[src/hw/rtl/rsg_pkg.sv]
// Shared types and constants for the random shape generator.
// Holds the controller/datapath command and status structs, LCG constants,
// register indexes, field codes and the RGB565 palette. No dependencies.
`timescale 1ns / 1ps
`default_nettype none

package rsg_pkg;

    // LCG constants, s' = s * LCG_MUL + LCG_INC (mod 2^32)
    localparam logic [31:0] LCG_MUL = 32'd1664525;
    localparam logic [31:0] LCG_INC = 32'd1013904223;

    // Remainder unit: one quotient bit per cycle over the 32-bit value
    localparam int unsigned DIV_STEPS = 32;
    localparam int unsigned DIV_CNT_W = $clog2(DIV_STEPS);

    // Payload widths
    localparam int unsigned SEED_W  = 32;
    localparam int unsigned COUNT_W = 7;
    localparam int unsigned CFG_IDX_W  = 3;
    localparam int unsigned CFG_DATA_W = 10;

    // Configuration register indexes
    localparam logic [CFG_IDX_W-1:0] CFG_MIN_SIZE      = 3'd0;
    localparam logic [CFG_IDX_W-1:0] CFG_MAX_SIZE      = 3'd1;
    localparam logic [CFG_IDX_W-1:0] CFG_SCREEN_WIDTH  = 3'd2;
    localparam logic [CFG_IDX_W-1:0] CFG_SCREEN_HEIGHT = 3'd3;

    // Field codes, in generator order
    localparam logic [2:0] FLD_KIND   = 3'd0;
    localparam logic [2:0] FLD_SIZE   = 3'd1;
    localparam logic [2:0] FLD_CX     = 3'd2;
    localparam logic [2:0] FLD_CY     = 3'd3;
    localparam logic [2:0] FLD_COLOUR = 3'd4;

    // Span of the kind field
    localparam logic [9:0] KIND_SPAN = 10'd3;

    // Controller -> datapath commands
    typedef struct packed {
        logic       load;   // load seed, capture config check
        logic       step;   // advance generator, start remainder
        logic       shift;  // one remainder iteration
        logic       store;  // latch finished field
        logic       emit;   // push shape into output register
        logic       last;   // last-shape flag for emit
        logic [2:0] field;  // field code for step/store
    } t_rsg_cmd;

    // Datapath -> controller status
    typedef struct packed {
        logic cfg_bad;  // live config check
        logic bad;      // config check captured at load
        logic out_free; // output register can take a shape
    } t_rsg_sts;

    // Eight-entry RGB565 palette
    function automatic logic [15:0] rsg_palette(input logic [2:0] idx);
        logic [15:0] col;
        case (idx)
            3'd0:    col = 16'hF800; // red
            3'd1:    col = 16'hFD20; // orange
            3'd2:    col = 16'hFFE0; // yellow
            3'd3:    col = 16'h07E0; // green
            3'd4:    col = 16'h07FF; // cyan
            3'd5:    col = 16'h001F; // blue
            3'd6:    col = 16'h781F; // purple
            default: col = 16'hF81F; // pink
        endcase
        return col;
    endfunction

endpackage

`default_nettype wire

[src/hw/rtl/rsg_ctrl.sv]
// Sequencing controller for the random shape generator.
// Walks each shape through generator steps, remainder iterations and output.
// Depends on rsg_pkg; drives rsg_dp through t_rsg_cmd.
`timescale 1ns / 1ps
`default_nettype none

module rsg_ctrl
    import rsg_pkg::*;
#(
    parameter int unsigned MAX_SHAPES = 64
) (
    input  wire logic               i_clk,
    input  wire logic               i_rst_n,
    input  wire logic               i_req_valid,
    output logic                    o_req_ready,
    input  wire logic [COUNT_W-1:0] i_count,
    input  wire t_rsg_sts           i_sts,
    output t_rsg_cmd                o_cmd
);

    localparam logic [COUNT_W-1:0] MAX_CNT = COUNT_W'(MAX_SHAPES);

    typedef enum logic [4:0] {
        S_IDLE  = 5'b00001,
        S_STEP  = 5'b00010,
        S_DIV   = 5'b00100,
        S_STORE = 5'b01000,
        S_EMIT  = 5'b10000
    } t_state;

    t_state               r_state, n_state;
    logic [COUNT_W-1:0]   r_left, n_left;
    logic [2:0]           r_field, n_field;
    logic [DIV_CNT_W-1:0] r_bit, n_bit;
    logic [COUNT_W-1:0]   sat_count;
    logic                 req_acc;

    assign o_req_ready = (r_state == S_IDLE);
    assign req_acc     = i_req_valid && o_req_ready;
    assign sat_count   = (i_count > MAX_CNT) ? MAX_CNT : i_count;

    // Next state and commands
    always_comb begin
        n_state = r_state;
        n_left  = r_left;
        n_field = r_field;
        n_bit   = r_bit;
        o_cmd   = '0;
        o_cmd.field = r_field;
        o_cmd.last  = (r_left == COUNT_W'(1));
        unique case (r_state)
            S_IDLE: begin
                if (req_acc) begin
                    o_cmd.load = 1'b1;
                    n_left  = sat_count;
                    n_field = FLD_KIND;
                    n_bit   = '0;
                    if (sat_count != '0) begin
                        n_state = i_sts.cfg_bad ? S_EMIT : S_STEP;
                    end
                end
            end
            S_STEP: begin
                // kind and colour need no remainder run
                o_cmd.step = 1'b1;
                n_state = ((r_field == FLD_KIND) || (r_field == FLD_COLOUR)) ?
                          S_STORE : S_DIV;
            end
            S_DIV: begin
                o_cmd.shift = 1'b1;
                n_bit = r_bit + 1'b1;
                if (r_bit == DIV_CNT_W'(DIV_STEPS - 1)) begin
                    n_state = S_STORE;
                end
            end
            S_STORE: begin
                o_cmd.store = 1'b1;
                if (r_field == FLD_COLOUR) begin
                    n_state = S_EMIT;
                end else begin
                    n_field = r_field + 1'b1;
                    n_state = S_STEP;
                end
            end
            S_EMIT: begin
                if (i_sts.out_free) begin
                    o_cmd.emit = 1'b1;
                    n_left  = r_left - 1'b1;
                    n_field = FLD_KIND;
                    if (r_left == COUNT_W'(1)) begin
                        n_state = S_IDLE;
                    end else if (!i_sts.bad) begin
                        n_state = S_STEP;
                    end
                end
            end
            default: n_state = S_IDLE;
        endcase
    end

    // State registers
    always_ff @(posedge i_clk) begin
        if (!i_rst_n) begin
            r_state <= S_IDLE;
            r_left  <= '0;
            r_field <= FLD_KIND;
            r_bit   <= '0;
        end else begin
            r_state <= n_state;
            r_left  <= n_left;
            r_field <= n_field;
            r_bit   <= n_bit;
        end
    end

`ifndef SYNTHESIS
    // Between requests no shapes are pending
    a_idle_empty: assert property (@(posedge i_clk) disable iff (!i_rst_n)
        o_req_ready |-> (r_left == '0))
        else $error("shapes pending while idle");

    // A nonzero request starts work on the next cycle
    a_req_starts: assert property (@(posedge i_clk) disable iff (!i_rst_n)
        (req_acc && (i_count != '0)) |=> !o_req_ready)
        else $error("nonzero request did not start");

    // Remainder bit counter is at zero outside the iteration
    a_bit_home: assert property (@(posedge i_clk) disable iff (!i_rst_n)
        (r_state != S_DIV) |-> (r_bit == '0))
        else $error("bit counter not home");
`endif

endmodule

`default_nettype wire

[src/hw/rtl/rsg_dp.sv]
// Datapath of the random shape generator: config registers, LCG,
// bit-serial remainder unit, field registers and the output register.
// Depends on rsg_pkg; controlled by rsg_ctrl through t_rsg_cmd.
`timescale 1ns / 1ps
`default_nettype none

module rsg_dp
    import rsg_pkg::*;
(
    input  wire logic                  i_clk,
    input  wire logic                  i_rst_n,
    // config write
    input  wire logic                  i_cfg_we,
    input  wire logic [CFG_IDX_W-1:0]  i_cfg_index,
    input  wire logic [CFG_DATA_W-1:0] i_cfg_data,
    // seed from the request
    input  wire logic [SEED_W-1:0]     i_seed,
    input  wire t_rsg_cmd              i_cmd,
    output t_rsg_sts                   o_sts,
    // shape output
    output logic                       o_m_tvalid,
    input  wire logic                  i_m_tready,
    output logic [47:0]                o_m_tdata,
    output logic                       o_m_tuser,
    output logic                       o_m_tlast
);

    // Configuration registers
    logic [7:0] r_min_size, r_max_size;
    logic [9:0] r_screen_w, r_screen_h;

    always_ff @(posedge i_clk) begin
        if (!i_rst_n) begin
            r_min_size <= 8'd8;
            r_max_size <= 8'd40;
            r_screen_w <= 10'd320;
            r_screen_h <= 10'd240;
        end else if (i_cfg_we) begin
            unique case (i_cfg_index)
                CFG_MIN_SIZE:      r_min_size <= i_cfg_data[7:0];
                CFG_MAX_SIZE:      r_max_size <= i_cfg_data[7:0];
                CFG_SCREEN_WIDTH:  r_screen_w <= i_cfg_data;
                CFG_SCREEN_HEIGHT: r_screen_h <= i_cfg_data;
                default: ;
            endcase
        end
    end

    // Limit check
    logic cfg_bad;
    logic [9:0] max2;
    assign max2    = {1'b0, r_max_size, 1'b0};
    assign cfg_bad = (r_min_size > r_max_size) || (r_screen_w < max2) ||
                     (r_screen_h < max2);

    // Generator and captured check
    logic [31:0] r_gen, n_gen;
    logic        r_bad;
    assign n_gen = r_gen * LCG_MUL + LCG_INC;

    always_ff @(posedge i_clk) begin
        if (!i_rst_n) begin
            r_gen <= '0;
            r_bad <= 1'b0;
        end else if (i_cmd.load) begin
            r_gen <= i_seed;
            r_bad <= cfg_bad;
        end else if (i_cmd.step) begin
            r_gen <= n_gen;
        end
    end

    // Span for the field being drawn; a zero size gives the screen extent plus one
    logic [7:0]  r_size;
    logic [10:0] size2, span;
    assign size2 = {2'b00, r_size, 1'b0};
    always_comb begin
        case (i_cmd.field)
            FLD_KIND: span = {1'b0, KIND_SPAN};
            FLD_SIZE: span = {3'b000, r_max_size} - {3'b000, r_min_size} + 11'd1;
            FLD_CX:   span = {1'b0, r_screen_w} - size2 + 11'd1;
            FLD_CY:   span = {1'b0, r_screen_h} - size2 + 11'd1;
            default:  span = {1'b0, KIND_SPAN};
        endcase
    end

    // Restoring remainder, one dividend bit per cycle
    logic [31:0] r_dividend;
    logic [10:0] r_span;
    logic [9:0]  r_rem;
    logic [10:0] rem_sh, rem_sub;
    assign rem_sh  = {r_rem, r_dividend[31]};
    assign rem_sub = rem_sh - r_span;

    always_ff @(posedge i_clk) begin
        if (i_cmd.step) begin
            r_dividend <= n_gen;
            r_span     <= span;
            r_rem      <= '0;
        end else if (i_cmd.shift) begin
            r_dividend <= {r_dividend[30:0], 1'b0};
            r_rem      <= (rem_sh >= r_span) ? rem_sub[9:0] : rem_sh[9:0];
        end
    end

    // Residue mod 3: 4 is 1 mod 3, so the base-4 digits are summed in a tree
    function automatic logic [1:0] mod3_32(input logic [31:0] x);
        logic [7:0][2:0] s1;
        logic [3:0][3:0] s2;
        logic [1:0][4:0] s3;
        logic [5:0]      s4;
        logic [3:0]      f1;
        logic [2:0]      f2;
        for (int i = 0; i < 8; i++) begin
            s1[i] = {1'b0, x[4*i +: 2]} + {1'b0, x[4*i+2 +: 2]};
        end
        for (int i = 0; i < 4; i++) begin
            s2[i] = {1'b0, s1[2*i]} + {1'b0, s1[2*i+1]};
        end
        for (int i = 0; i < 2; i++) begin
            s3[i] = {1'b0, s2[2*i]} + {1'b0, s2[2*i+1]};
        end
        s4 = {1'b0, s3[0]} + {1'b0, s3[1]};
        f1 = {2'b00, s4[5:4]} + {2'b00, s4[3:2]} + {2'b00, s4[1:0]};
        f2 = {1'b0, f1[3:2]} + {1'b0, f1[1:0]};
        return (f2 >= 3'd3) ? 2'(f2 - 3'd3) : f2[1:0];
    endfunction

    // Field registers
    logic [1:0]  r_kind;
    logic [9:0]  r_cx, r_cy;
    logic [15:0] r_colour;
    always_ff @(posedge i_clk) begin
        if (i_cmd.store) begin
            case (i_cmd.field)
                FLD_KIND:   r_kind   <= mod3_32(r_gen);
                FLD_SIZE:   r_size   <= r_min_size + r_rem[7:0];
                FLD_CX:     r_cx     <= {2'b00, r_size} + r_rem;
                FLD_CY:     r_cy     <= {2'b00, r_size} + r_rem;
                FLD_COLOUR: r_colour <= rsg_palette(r_gen[2:0]);
                default: ;
            endcase
        end
    end

    // Output register
    logic r_out_valid;
    logic [47:0] r_out_data;
    logic r_out_bad, r_out_last;

    always_ff @(posedge i_clk) begin
        if (!i_rst_n) begin
            r_out_valid <= 1'b0;
        end else if (i_cmd.emit) begin
            r_out_valid <= 1'b1;
        end else if (i_m_tready) begin
            r_out_valid <= 1'b0;
        end
    end

    always_ff @(posedge i_clk) begin
        if (i_cmd.emit) begin
            r_out_bad  <= r_bad;
            r_out_last <= i_cmd.last;
            r_out_data <= r_bad ? '0 :
                          {2'b00, r_colour, r_cy, r_cx, r_size, r_kind};
        end
    end

    assign o_m_tvalid = r_out_valid;
    assign o_m_tdata  = r_out_data;
    assign o_m_tuser  = r_out_bad;
    assign o_m_tlast  = r_out_last;

    assign o_sts.cfg_bad  = cfg_bad;
    assign o_sts.bad      = r_bad;
    assign o_sts.out_free = !r_out_valid || i_m_tready;

`ifndef SYNTHESIS
    // A shape is only pushed when the output register frees up
    a_emit_free: assert property (@(posedge i_clk) disable iff (!i_rst_n)
        i_cmd.emit |-> (!r_out_valid || i_m_tready))
        else $error("output register overwritten");

    // Shapes under a bad configuration carry zero fields
    a_bad_zero: assert property (@(posedge i_clk) disable iff (!i_rst_n)
        (o_m_tvalid && o_m_tuser) |-> (o_m_tdata == '0))
        else $error("bad-config shape not zeroed");

    // A stalled shape stays put until taken
    a_out_hold: assert property (@(posedge i_clk) disable iff (!i_rst_n)
        (o_m_tvalid && !i_m_tready) |=> (o_m_tvalid && $stable(o_m_tdata) &&
                                          $stable(o_m_tuser) && $stable(o_m_tlast)))
        else $error("stalled shape changed");
`endif

endmodule

`default_nettype wire

[src/hw/rtl/random_shape_generator_core.sv]
// Top level of the random shape generator.
// Instantiates rsg_ctrl and rsg_dp; uses rsg_pkg.
//
//   channel  dir  handshake                 payload
//   s        in   i_s_tvalid / o_s_tready   tdata: seed_value, shape_count
//   m        out  o_m_tvalid / i_m_tready   tdata: shape fields; tuser, tlast
//   cfg      in   i_cfg_valid / o_cfg_ready i_cfg_index, i_cfg_data
//
// Each shape takes a step, a bit-serial remainder run and a store for size, centre x and
// centre y, and a step and a store each for kind and colour, then an output emit.
// Under a bad configuration each shape goes straight to the output emit.
// Reset is synchronous, active low, and restores the default limits.
// A stalled output holds the shape in the output register and pauses the sequence.
// A new request is taken once the last shape of the previous one is registered.
`timescale 1ns / 1ps
`default_nettype none

module random_shape_generator_core
    import rsg_pkg::*;
#(
    parameter int unsigned MAX_SHAPES = 64
) (
    input  wire logic                  i_clk,
    input  wire logic                  i_rst_n,
    // request stream
    input  wire logic                  i_s_tvalid,
    output logic                       o_s_tready,
    input  wire logic [39:0]           i_s_tdata,   // seed_value[31:0], shape_count[38:32]
    // shape stream
    output logic                       o_m_tvalid,
    input  wire logic                  i_m_tready,
    output logic [47:0]                o_m_tdata,   // shape_kind[1:0], shape_size[9:2],
                                                    // centre_x[19:10], centre_y[29:20],
                                                    // colour_rgb565[45:30]
    output logic                       o_m_tuser,   // bad_config
    output logic                       o_m_tlast,   // last_shape
    // configuration writes
    input  wire logic                  i_cfg_valid,
    output logic                       o_cfg_ready,
    input  wire logic [CFG_IDX_W-1:0]  i_cfg_index,
    input  wire logic [CFG_DATA_W-1:0] i_cfg_data
);

    t_rsg_cmd cmd;
    t_rsg_sts sts;

    // Config registers always take a beat
    assign o_cfg_ready = 1'b1;

    rsg_ctrl #(
        .MAX_SHAPES (MAX_SHAPES)
    ) u_ctrl (
        .i_clk       (i_clk),
        .i_rst_n     (i_rst_n),
        .i_req_valid (i_s_tvalid),
        .o_req_ready (o_s_tready),
        .i_count     (i_s_tdata[38:32]),
        .i_sts       (sts),
        .o_cmd       (cmd)
    );

    rsg_dp u_dp (
        .i_clk       (i_clk),
        .i_rst_n     (i_rst_n),
        .i_cfg_we    (i_cfg_valid && o_cfg_ready),
        .i_cfg_index (i_cfg_index),
        .i_cfg_data  (i_cfg_data),
        .i_seed      (i_s_tdata[31:0]),
        .i_cmd       (cmd),
        .o_sts       (sts),
        .o_m_tvalid  (o_m_tvalid),
        .i_m_tready  (i_m_tready),
        .o_m_tdata   (o_m_tdata),
        .o_m_tuser   (o_m_tuser),
        .o_m_tlast   (o_m_tlast)
    );

endmodule

`default_nettype wire

[config.mk]
export PLATFORM = sky130hd
export DESIGN_NAME = random_shape_generator_core
export DESIGN_NICKNAME = d
export VERILOG_FILES = /design/src/hw/rtl/rsg_pkg.sv /design/src/hw/rtl/rsg_ctrl.sv /design/src/hw/rtl/rsg_dp.sv /design/src/hw/rtl/random_shape_generator_core.sv
export SDC_FILE = /design/constraint.sdc
export NUM_CORES = 1
export LEC_CHECK = 0
export BUFFER_PORTS_ARGS = -buffer_cell sky130_fd_sc_hd__buf_2
export CORE_MARGIN = 5
export CORE_UTILIZATION = 52
export CTS_BUF_LIST = sky130_fd_sc_hd__clkbuf_4 sky130_fd_sc_hd__clkbuf_8 sky130_fd_sc_hd__clkbuf_16
export CTS_CLUSTER_SIZE = 24
export DETAILED_ROUTE_END_ITERATION = 10
export HOLD_SLACK_MARGIN = 0.02
export PLACE_DENSITY = 0.69
export SETUP_SLACK_MARGIN = 0.2
export SYNTH_ARGS = -nofsm -noshare
export SYNTH_HDL_FRONTEND = slang
export SYNTH_HIERARCHICAL = 1
export SYNTH_SLANG_ARGS = --single-unit
[constraint.sdc]
create_clock -name i_clk -period 17.32 [get_ports i_clk]
set_input_delay 3.464 -clock i_clk [delete_from_list [all_inputs] [get_ports i_clk]]
set_output_delay 3.464 -clock i_clk [all_outputs]
set_load 0.02 [all_outputs]
==> results.toml, run 1 <==
[job]
cap_violations = 0

[drt]
vias_per_cell = 5.445
vias = 14485
wl_per_cell_um = 17.80
drc = 0
ant_nets = 0
drtPass1Iterations = 7
drt_wl_total_um = 47350
drt_iter0_markers = 877

[sta]
timing.final.max_slew_violations = 0
skew_ps = 9.272
rsz0062_at_grt = "no"
hold_viol = 0
max_freq_ghz = 0.1329
relSlewSlack_pct = 18.70
finalSetupTns_ps = 0
setup_viol = 0
period_minus_slack_ps = 7526
worst_pin_slew_ps = 1212
period_share_pct = 43.45

[logic_synthesis]
synthAdderAreaFrac_pct = 34.26
yosys_warnings = 6
synth_top_family_by_area = "adder cells"
netlist_area_um2 = 19700
synth_edf_count = 115
synth_seq_cells = 215
avgSynthCellArea_um2 = 9.596
synth.area.top_cells = "fa_1, edfxtp_1, ha_1"
muxShareOfSynthArea_pct = 0.5399
synthXorXnorAreaFrac_pct = 4.090
yosys.cell_types.count = 82
yosys.area.top_type = "fa_1"
ys.flop_type = "edfxtp_1"
synthArstFlopShare_pct = 0
synth_top_area_share_pct = 17.68
syn_inst = 2053
ys_seq_area_share_pct = 27.69
synth_compound_area_share_pct = 13.37
synthSimpleGateAreaFrac_pct = 10.52

[setup_path]
cp_data_required_time_ps = 17620
arrival_ps = 7830
startpoint_type = "flop"
setup.worst_path.end_class = "flop"
path_class = "flop to flop"
cp_max_fo = 12

[die]
core.rowCount = 71
core_um2 = 37580
die_h_um = 204.6
dieArea_um2 = 41880
ios = 111
die_width_um = 204.6
start_util_pct = 52.43

[grt]
grt_max_degree = 87
grt_pass1_wl_um = 77490
antenna_found_initial = 0
grtUsageTotal_pct = 23.07
globalRouteOverflowTotal = 0
grt_pass1_vias = 14742

[finish]
antenna_cells = 0
seqCellArea_um2 = 5455
nets = 2622
area_growth_pct = 9.038
filler_cell_count = 3301
drive_above_1_share_pct = 8.981
multiInputGateArea_um2 = 12380

[placed_design]
io_buffer_count = 106
dp_hpwl_um = 37830
place_congestion = 0.9137

[clock_network]
cts_made_buffers = 26
h-tree-depth = 1
post_cts_buffers = 0
cts_tree = "yes"
cts-resized-gates = 0
cts_hold_buf = 0
cts_buffer_depth = 3
cts_root_buf = "clkbuf_16"
clkSlewWorstSetupHoldPaths_ps = 60
clkLatencyLatePin_ps = 550
cts_sinks = 215

[status]
run_status = "completed"

[worst_hold_path]
hold_class = "flop to flop"
[critical path, stage by stage (launching register included)]
cell	delay [ps]
dfxtp_1	750
inv_1	320
ha_1	450
xnor2_1	420
xor2_1	190
fa_1	570
inv_1	60
fa_1	540
inv_1	60
fa_1	530
inv_1	60
fa_1	530
inv_1	50
fa_1	530
inv_1	50
ha_1	360
a21o_1	190
and2_1	200
a221o_1	350
or3_4	360
o2111ai_4	240
nand3_1	100
nor3b_2	180
a21o_2	190
[cell type report]
cell class                      count  share of cell area, %
Multi-Input combinational cell   1360                  57.65
Sequential cell                   215                  25.40
Inverter                          413                  7.217
Clock buffer                       33                  3.524
Tap cell                          511                  2.976
Timing Repair Buffer              113                  2.714
Clock inverter                     15                 0.5184
[cells in the final DEF (no fill, tap or decap), types with 32 or more instances in the layout]
master	instances
a21boi_0	32
a21o_1	45
a21oi_1	99
buf_2	106
dfxtp_1	100
edfxtp_1	115
fa_1	174
ha_1	261
inv_1	410
nand2_1	128
nand3_1	32
nor2_1	84
nor2b_1	41
o21ai_0	105
xnor2_1	67
[synth_stat cells, types with 20 or more instances]
| library cell | instances |
|---|---|
| inv_1 | 411 |
| ha_1 | 261 |
| fa_1 | 174 |
| nand2_1 | 128 |
| edfxtp_1 | 115 |
| o21ai_0 | 105 |
| dfxtp_1 | 100 |
| a21oi_1 | 99 |
| nor2_1 | 84 |
| xnor2_1 | 67 |
| a21o_1 | 45 |
| clkbuf_1 | 44 |
| nor2b_1 | 41 |
| a21boi_0 | 32 |
| nand3_1 | 32 |
| nor3_1 | 25 |
| xor2_1 | 25 |
| nand2b_1 | 20 |
[flip-flops by register name, summed over array words and instances (netlist names), 2 cells and up]
signal	flops
u_dp/r_screen_w	10
u_ctrl/r_state	5
u_dp/r_size	8
u_dp/r_screen_h	10
u_dp/r_dividend	32
u_ctrl/r_bit	5
u_ctrl/r_left	7
u_dp/r_gen	32
u_dp/r_cx	10
u_ctrl/r_field	3
u_dp/r_min_size	8
u_dp/r_span	11
u_dp/r_colour	5
u_dp/r_cy	10
u_dp/r_rem	10
u_dp/r_max_size	8
u_dp/o_m_tdata	35
u_dp/r_kind	2
[worst paths after layout]
kind / start / end / slack (ps) / depth (start not counted)
max: u_dp/r_gen[0]$_SDFFE_PN0P_ / u_dp/r_dividend[29]$_DFFE_PP_ / 9790 / 23
min: u_ctrl/r_left[6]$_SDFFE_PN0P_ / u_ctrl/r_left[6]$_SDFFE_PN0P_ / 480 / 2
max reg2reg: u_dp/r_gen[0]$_SDFFE_PN0P_ / u_dp/r_dividend[29]$_DFFE_PP_ / 9790 / 23
min reg2reg: u_ctrl/r_left[6]$_SDFFE_PN0P_ / u_ctrl/r_left[6]$_SDFFE_PN0P_ / 480 / 2
[cells by family (layout without fill, tap and decap cells)]
| family | after synthesis | after routing |
|---|---|---|
| other | 2 | 3 |
| muxes | 10 | 10 |
| buffers and inverters | 479 | 574 |
| AOI/OAI and AO/OA | 407 | 407 |
| xor gates and xnor gates | 92 | 92 |
| and+or+nand+nor | 413 | 413 |
| DFF | 215 | 215 |
| adders and majority gates | 435 | 435 |
[stage by stage]
step / utilization (%) / area [um2] / hold WS (ps) / worst slack [ps] / cells
4_1_cts: 57.16 / 21480 / 475.6 / 9773 / 2660
3_5_place_dp: 54.85 / 20610 / 464.5 / 9780 / 2612
2_1_floorplan: - / 19700 / 429.5 / 10600 / 2054
5_1_grt: 57.16 / 21480 / 486.4 / 9394 / 2660
6_report: 57.16 / 21480 / 476.4 / 9795 / 2660
3_3_place_gp: 54.85 / 20610 / 464.7 / 9815 / 2612
[layer usage]
layer  part of all wire, %  vias up  GRT usage (%)
li1                      -     6984              -
met1                    44     7110          31.05
met2                    49      329          40.27
met3                   5.1       62          2.533
met4                   2.2        0          5.456
met5                     0        -              0
Power of run 1 is left out: the tool's default activity adds up to more than one toggle a clock period on the data nets, which glitch-free logic cannot reach.
==> inputs of run 2 (changes only) <==
- clock period: 17.32 -> 7.3 ns (I/O delays scaled with it)
==> run 2 against run 1 <==
Compared with the run above:
- sequential share of layout area shrank 0.30 points
- cell count grew 0.83%
- largest cell class unchanged
- register-to-register slack lost 9400 ps
==> results.toml, run 2 (synthesized netlist as in run 1, its figures left out) <==
[grt]
grt_pass1_wl_um = 78000
globalRouteOverflowTotal = 0
grt_pass1_vias = 15027
grt_max_degree = 87
grtUsageTotal_pct = 23.28
antenna_found_initial = 1

[die]
die_h_um = 204.6
die_width_um = 204.6
ios = 111
start_util_pct = 52.43
core_um2 = 37580
core.rowCount = 71
dieArea_um2 = 41880

[sta]
period_minus_slack_ps = 6864
timing.final.max_slew_violations = 0
skew_ps = 14.17
rsz0062_at_grt = "no"
period_share_pct = 94.03
setup_ws_ps = 435.7
finalSetupTns_ps = 0
relSlewSlack_pct = 8.738
setup_viol = 0
worst_pin_slew_ps = 1366
max_freq_ghz = 0.1457
hold_viol = 0

[finish]
largest_register_ffs = 35
final_common_cell = "inv_1"
area_growth_pct = 10.37
mostFrequentLayoutCells = "inv_1, ha_1, fa_1"
nets = 2644
design_area_um2 = 21740
drive_above_1_share_pct = 9.903
antenna_cells = 0

[drt]
vias = 14613
drt_wl_total_um = 48200
wl_per_cell_um = 17.97
ant_nets = 0
vias_per_cell = 5.449
drt_iter0_markers = 984
drc = 0
drtPass1Iterations = 6

[placed_design]
pre_cts_slack_ps = 406.9
io_buffer_count = 106
place_congestion = 0.9208
dp_hpwl_um = 38410
place_area_um2 = 20780

[setup_path]
max_stage_delay_ps = 590
r2r-start = "u_dp/r_gen[3]$_SDFFE_PN0P_"
slowest_stage = "fa_1"
startpoint_type = "flop"
setup.worst_path.end_class = "flop"
rr_worst_depth = 22
path_class = "flop to flop"
path_delay_family = "adder cells"
cp_max_fo = 8
timing.critical_path.buf_inv = 7
r2r-end = "u_dp/r_dividend[29]$_DFFE_PP_"
crit_chain = "buf_4 > ha_1 > inv_1 > fa_1 > inv_1 > fa_1 > inv_1 > fa_1 > fa_1 > inv_1 > fa_1 > inv_1 > fa_1 > inv_1 > ha_1 > and3_2 > a221o_1 > or3_4 > o2111ai_4 > nand3_1 > nor3b_2 > a21o_2"
cp_data_required_time_ps = 7610
rrSetupSlack_ps = 440
arrival_ps = 7170

[worst_hold_path]
holdPathStages = 2
hold_start = "u_ctrl/r_left[6]$_SDFFE_PN0P_"
holdPathEnd = "u_ctrl/r_left[6]$_SDFFE_PN0P_"
hold_class = "flop to flop"

[clock_network]
clkSlewWorstSetupHoldPaths_ps = 60
cts_tree = "yes"
cts_buffer_depth = 3
h-tree-depth = 1
clkLatencyLatePin_ps = 560
cts_made_buffers = 26
cts_sinks = 215
post_cts_buffers = 0
cts_root_buf = "clkbuf_16"

[status]
run_status = "completed"

[job]
cap_violations = 0
[run 2: area by class of cell]
| class | instances | area [um2] |
|---|---|---|
| Clock buffer | 34 | 753.2 |
| Clock inverter | 14 | 195.2 |
| Fill cell | 3323 | 15840 |
| Inverter | 413 | 1550 |
| Multi-Input combinational cell | 1360 | 12400 |
| Sequential cell | 215 | 5456 |
| Tap cell | 511 | 639.4 |
| Timing Repair Buffer | 135 | 748.2 |
[run 2: worst register-to-register path, stage by stage, from the launching register on]
cell       delay, ps
dfxtp_1          310
buf_4            170
ha_1             370
inv_1            120
fa_1             520
inv_1             60
fa_1             520
inv_1             50
fa_1             510
fa_1             590
inv_1             70
fa_1             530
inv_1             60
fa_1             530
inv_1             40
ha_1             380
and3_2           310
a221o_1          380
or3_4            360
o2111ai_4        270
nand3_1          110
nor3b_2          170
a21o_2           190
[run 2: through the flow]
step / utilization [%] / instances / hold WS (ps)
after detailed placement: 55.29 / 2634 / 471.6
after CTS: 57.82 / 2682 / 479.7
final: 57.86 / 2682 / 480.2
after global placement: 55.29 / 2634 / 463.6
after global routing: 57.86 / 2682 / 502.4
after floorplan: - / 2054 / 429.5
[run 2: worst max path at each step]
| stage | startpoint | to | slack [ps] | cells past startpoint |
|---|---|---|---|---|
| detailed placement | u_dp/r_gen[1]$_SDFFE_PN0P_ | u_dp/r_dividend[31]$_DFFE_PP_ | 410 | 23 |
| CTS | u_dp/r_gen[1]$_SDFFE_PN0P_ | u_dp/r_dividend[29]$_DFFE_PP_ | 390 | 23 |
| finish | u_dp/r_gen[3]$_SDFFE_PN0P_ | u_dp/r_dividend[29]$_DFFE_PP_ | 440 | 22 |
| global placement | u_dp/r_gen[1]$_SDFFE_PN0P_ | u_dp/r_dividend[29]$_DFFE_PP_ | 440 | 23 |
| floorplan | u_dp/r_gen[1]$_SDFFE_PN0P_ | u_dp/r_kind[1]$_DFFE_PP_ | 580 | 23 |
| global route | u_dp/r_gen[3]$_SDFFE_PN0P_ | u_dp/r_dividend[29]$_DFFE_PP_ | 210 | 22 |
[run 2: metal layers]
layer | routed length [um] | GRT usage (%)
met5 | 13 | 0
met4 | 1403 | 6.724
met3 | 2343 | 3.514
met2 | 23210 | 40.32
met1 | 21230 | 30.44
[run 2: what timing repair did]
action | 4_1_cts | 5_1_grt
setup endpoints to repair | 0 | 6
gates resized for setup | 0 | 3
hold buffers | 0 | 0
Power of run 2 is left out for the same reason.
==> inputs of run 3 (changes only) <==
- CTS_BUF_LIST: sky130_fd_sc_hd__clkbuf_4 sky130_fd_sc_hd__clkbuf_8 sky130_fd_sc_hd__clkbuf_16 -> sky130_fd_sc_hd__clkbuf_4 sky130_fd_sc_hd__clkbuf_8
==> run 3 against run 2 <==
Compared with the run above:
- register-to-register slack about the same
- worst setup slack got worse by 11 ps
- non-clock buffer count unchanged
- highest routed layer unchanged
- maximum frequency decreased by 0.16%
- cell count increased by 0.97%
==> results.toml, run 3 (synthesized netlist as in run 1, its figures left out) <==
[sta]
setup_viol = 0
rsz0062_at_grt = "no"
hold_viol = 0
period_share_pct = 94.18
period_minus_slack_ps = 6875
worst_pin_slew_ps = 1254
skew_ps = 38.95
timing.final.max_slew_violations = 0
relSlewSlack_pct = 15.55
max_freq_ghz = 0.1454
finalSetupTns_ps = 0

[placed_design]
place_congestion = 0.9208
io_buffer_count = 106
dp_hpwl_um = 38410

[die]
core.rowCount = 71
core_um2 = 37580
start_util_pct = 52.43
die_width_um = 204.6
dieArea_um2 = 41880
die_h_um = 204.6
ios = 111

[grt]
grt_max_degree = 87
grt_pass1_vias = 15149
grt_pass1_wl_um = 77920
globalRouteOverflowTotal = 0
antenna_found_initial = 1
grtUsageTotal_pct = 23.45

[finish]
final_common_cell = "inv_1"
nets = 2659
largest_register_ffs = 35
mostFrequentLayoutCells = "inv_1, ha_1, fa_1"
drive_above_1_share_pct = 10.97
area_growth_pct = 9.997
antenna_cells = 0

[drt]
wl_per_cell_um = 17.77
drt_wl_total_um = 48110
drt_iter0_markers = 898
vias = 14624
drtPass1Iterations = 5
vias_per_cell = 5.400
ant_nets = 0
drc = 0

[clock_network]
cts_made_buffers = 41
cts_tree = "yes"
cts_sinks = 215
clkSlewWorstSetupHoldPaths_ps = 60
cts_buffer_depth = 3
h-tree-depth = 2
cts_root_buf = "clkbuf_8"
clkLatencyLatePin_ps = 600
cts_hold_buf = 0

[setup_path]
crit_chain = "buf_4 > ha_1 > inv_1 > fa_1 > inv_1 > fa_1 > inv_1 > fa_1 > fa_1 > inv_1 > fa_1 > inv_1 > fa_1 > inv_1 > ha_1 > and3_2 > a221o_1 > or3_4 > o2111ai_4 > nand3_1 > nor3b_2 > a21o_2"
path_class = "flop to flop"
arrival_ps = 7210
rrSetupSlack_ps = 420
startpoint_type = "flop"
max_stage_delay_ps = 590
timing.critical_path.buf_inv = 7
cp_data_required_time_ps = 7640
setup.worst_path.end_class = "flop"
slowest_stage = "fa_1"
path_delay_family = "adder cells"
cp_max_fo = 8

[job]
cap_violations = 0

[worst_hold_path]
hold_class = "flop to flop"

[status]
run_status = "completed"
[run 3: changes by cell type in the layout (fill, tap and decap cells not counted), sizes merged]
cell and change:
clkinvlp -3, clkbuf +27, clkinv +2, inv +2
bufinv -2
[run 3: final cells by class]
cell class	count	area [um2]
Clock buffer	61	745.7
Clock inverter	13	130.1
Fill cell	3355	15910
Inverter	413	1550
Multi-Input combinational cell	1360	12400
Sequential cell	215	5456
Tap cell	511	639.4
Timing Repair Buffer	135	748.2
[run 3: timing repair]
| action | in CTS | in global routing |
|---|---|---|
| buffers inserted | 0 | 0 |
| endpoints found under the setup margin | 0 | 6 |
| gates resized for setup | 0 | 4 |
[run 3: path summary, 6_finish.rpt]
check	startpoint	end	cells past startpoint
max	u_dp/r_gen[3]$_SDFFE_PN0P_	u_dp/r_dividend[29]$_DFFE_PP_	22
min	u_ctrl/r_left[6]$_SDFFE_PN0P_	u_ctrl/r_left[6]$_SDFFE_PN0P_	2
max reg2reg	u_dp/r_gen[3]$_SDFFE_PN0P_	u_dp/r_dividend[29]$_DFFE_PP_	22
min reg2reg	u_ctrl/r_left[6]$_SDFFE_PN0P_	u_ctrl/r_left[6]$_SDFFE_PN0P_	2
[run 3: through the flow]
stage	hold WS, ps	worst slack [ps]	instance area (um2)	cells	utilization (%)
2_1_floorplan	429.5	577.7	19700	2054	-
3_3_place_gp	463.6	436.2	20780	2634	55.29
3_5_place_dp	471.6	406.9	20780	2634	55.29
4_1_cts	480.0	381.3	21650	2708	57.62
5_1_grt	501.0	201.5	21670	2708	57.67
6_report	483.0	424.6	21670	2708	57.67
[run 3: per-layer routing]
layer / GRT usage (%) / share of wire (%) / vias up
met4: 8.543 / 3.5 / 2
met2: 39.93 / 47 / 334
met1: 30.18 / 44 / 7138
li1: - / - / 7058
met3: 4.005 / 4.7 / 92
met5: 0 / 0.023 / -
[run 3: worst min-delay path: stages (launching register included)]
cell	delay, ps
dfxtp_1	310
o21ai_0	70
a21oi_1	60
Power of run 3 is left out for the same reason.
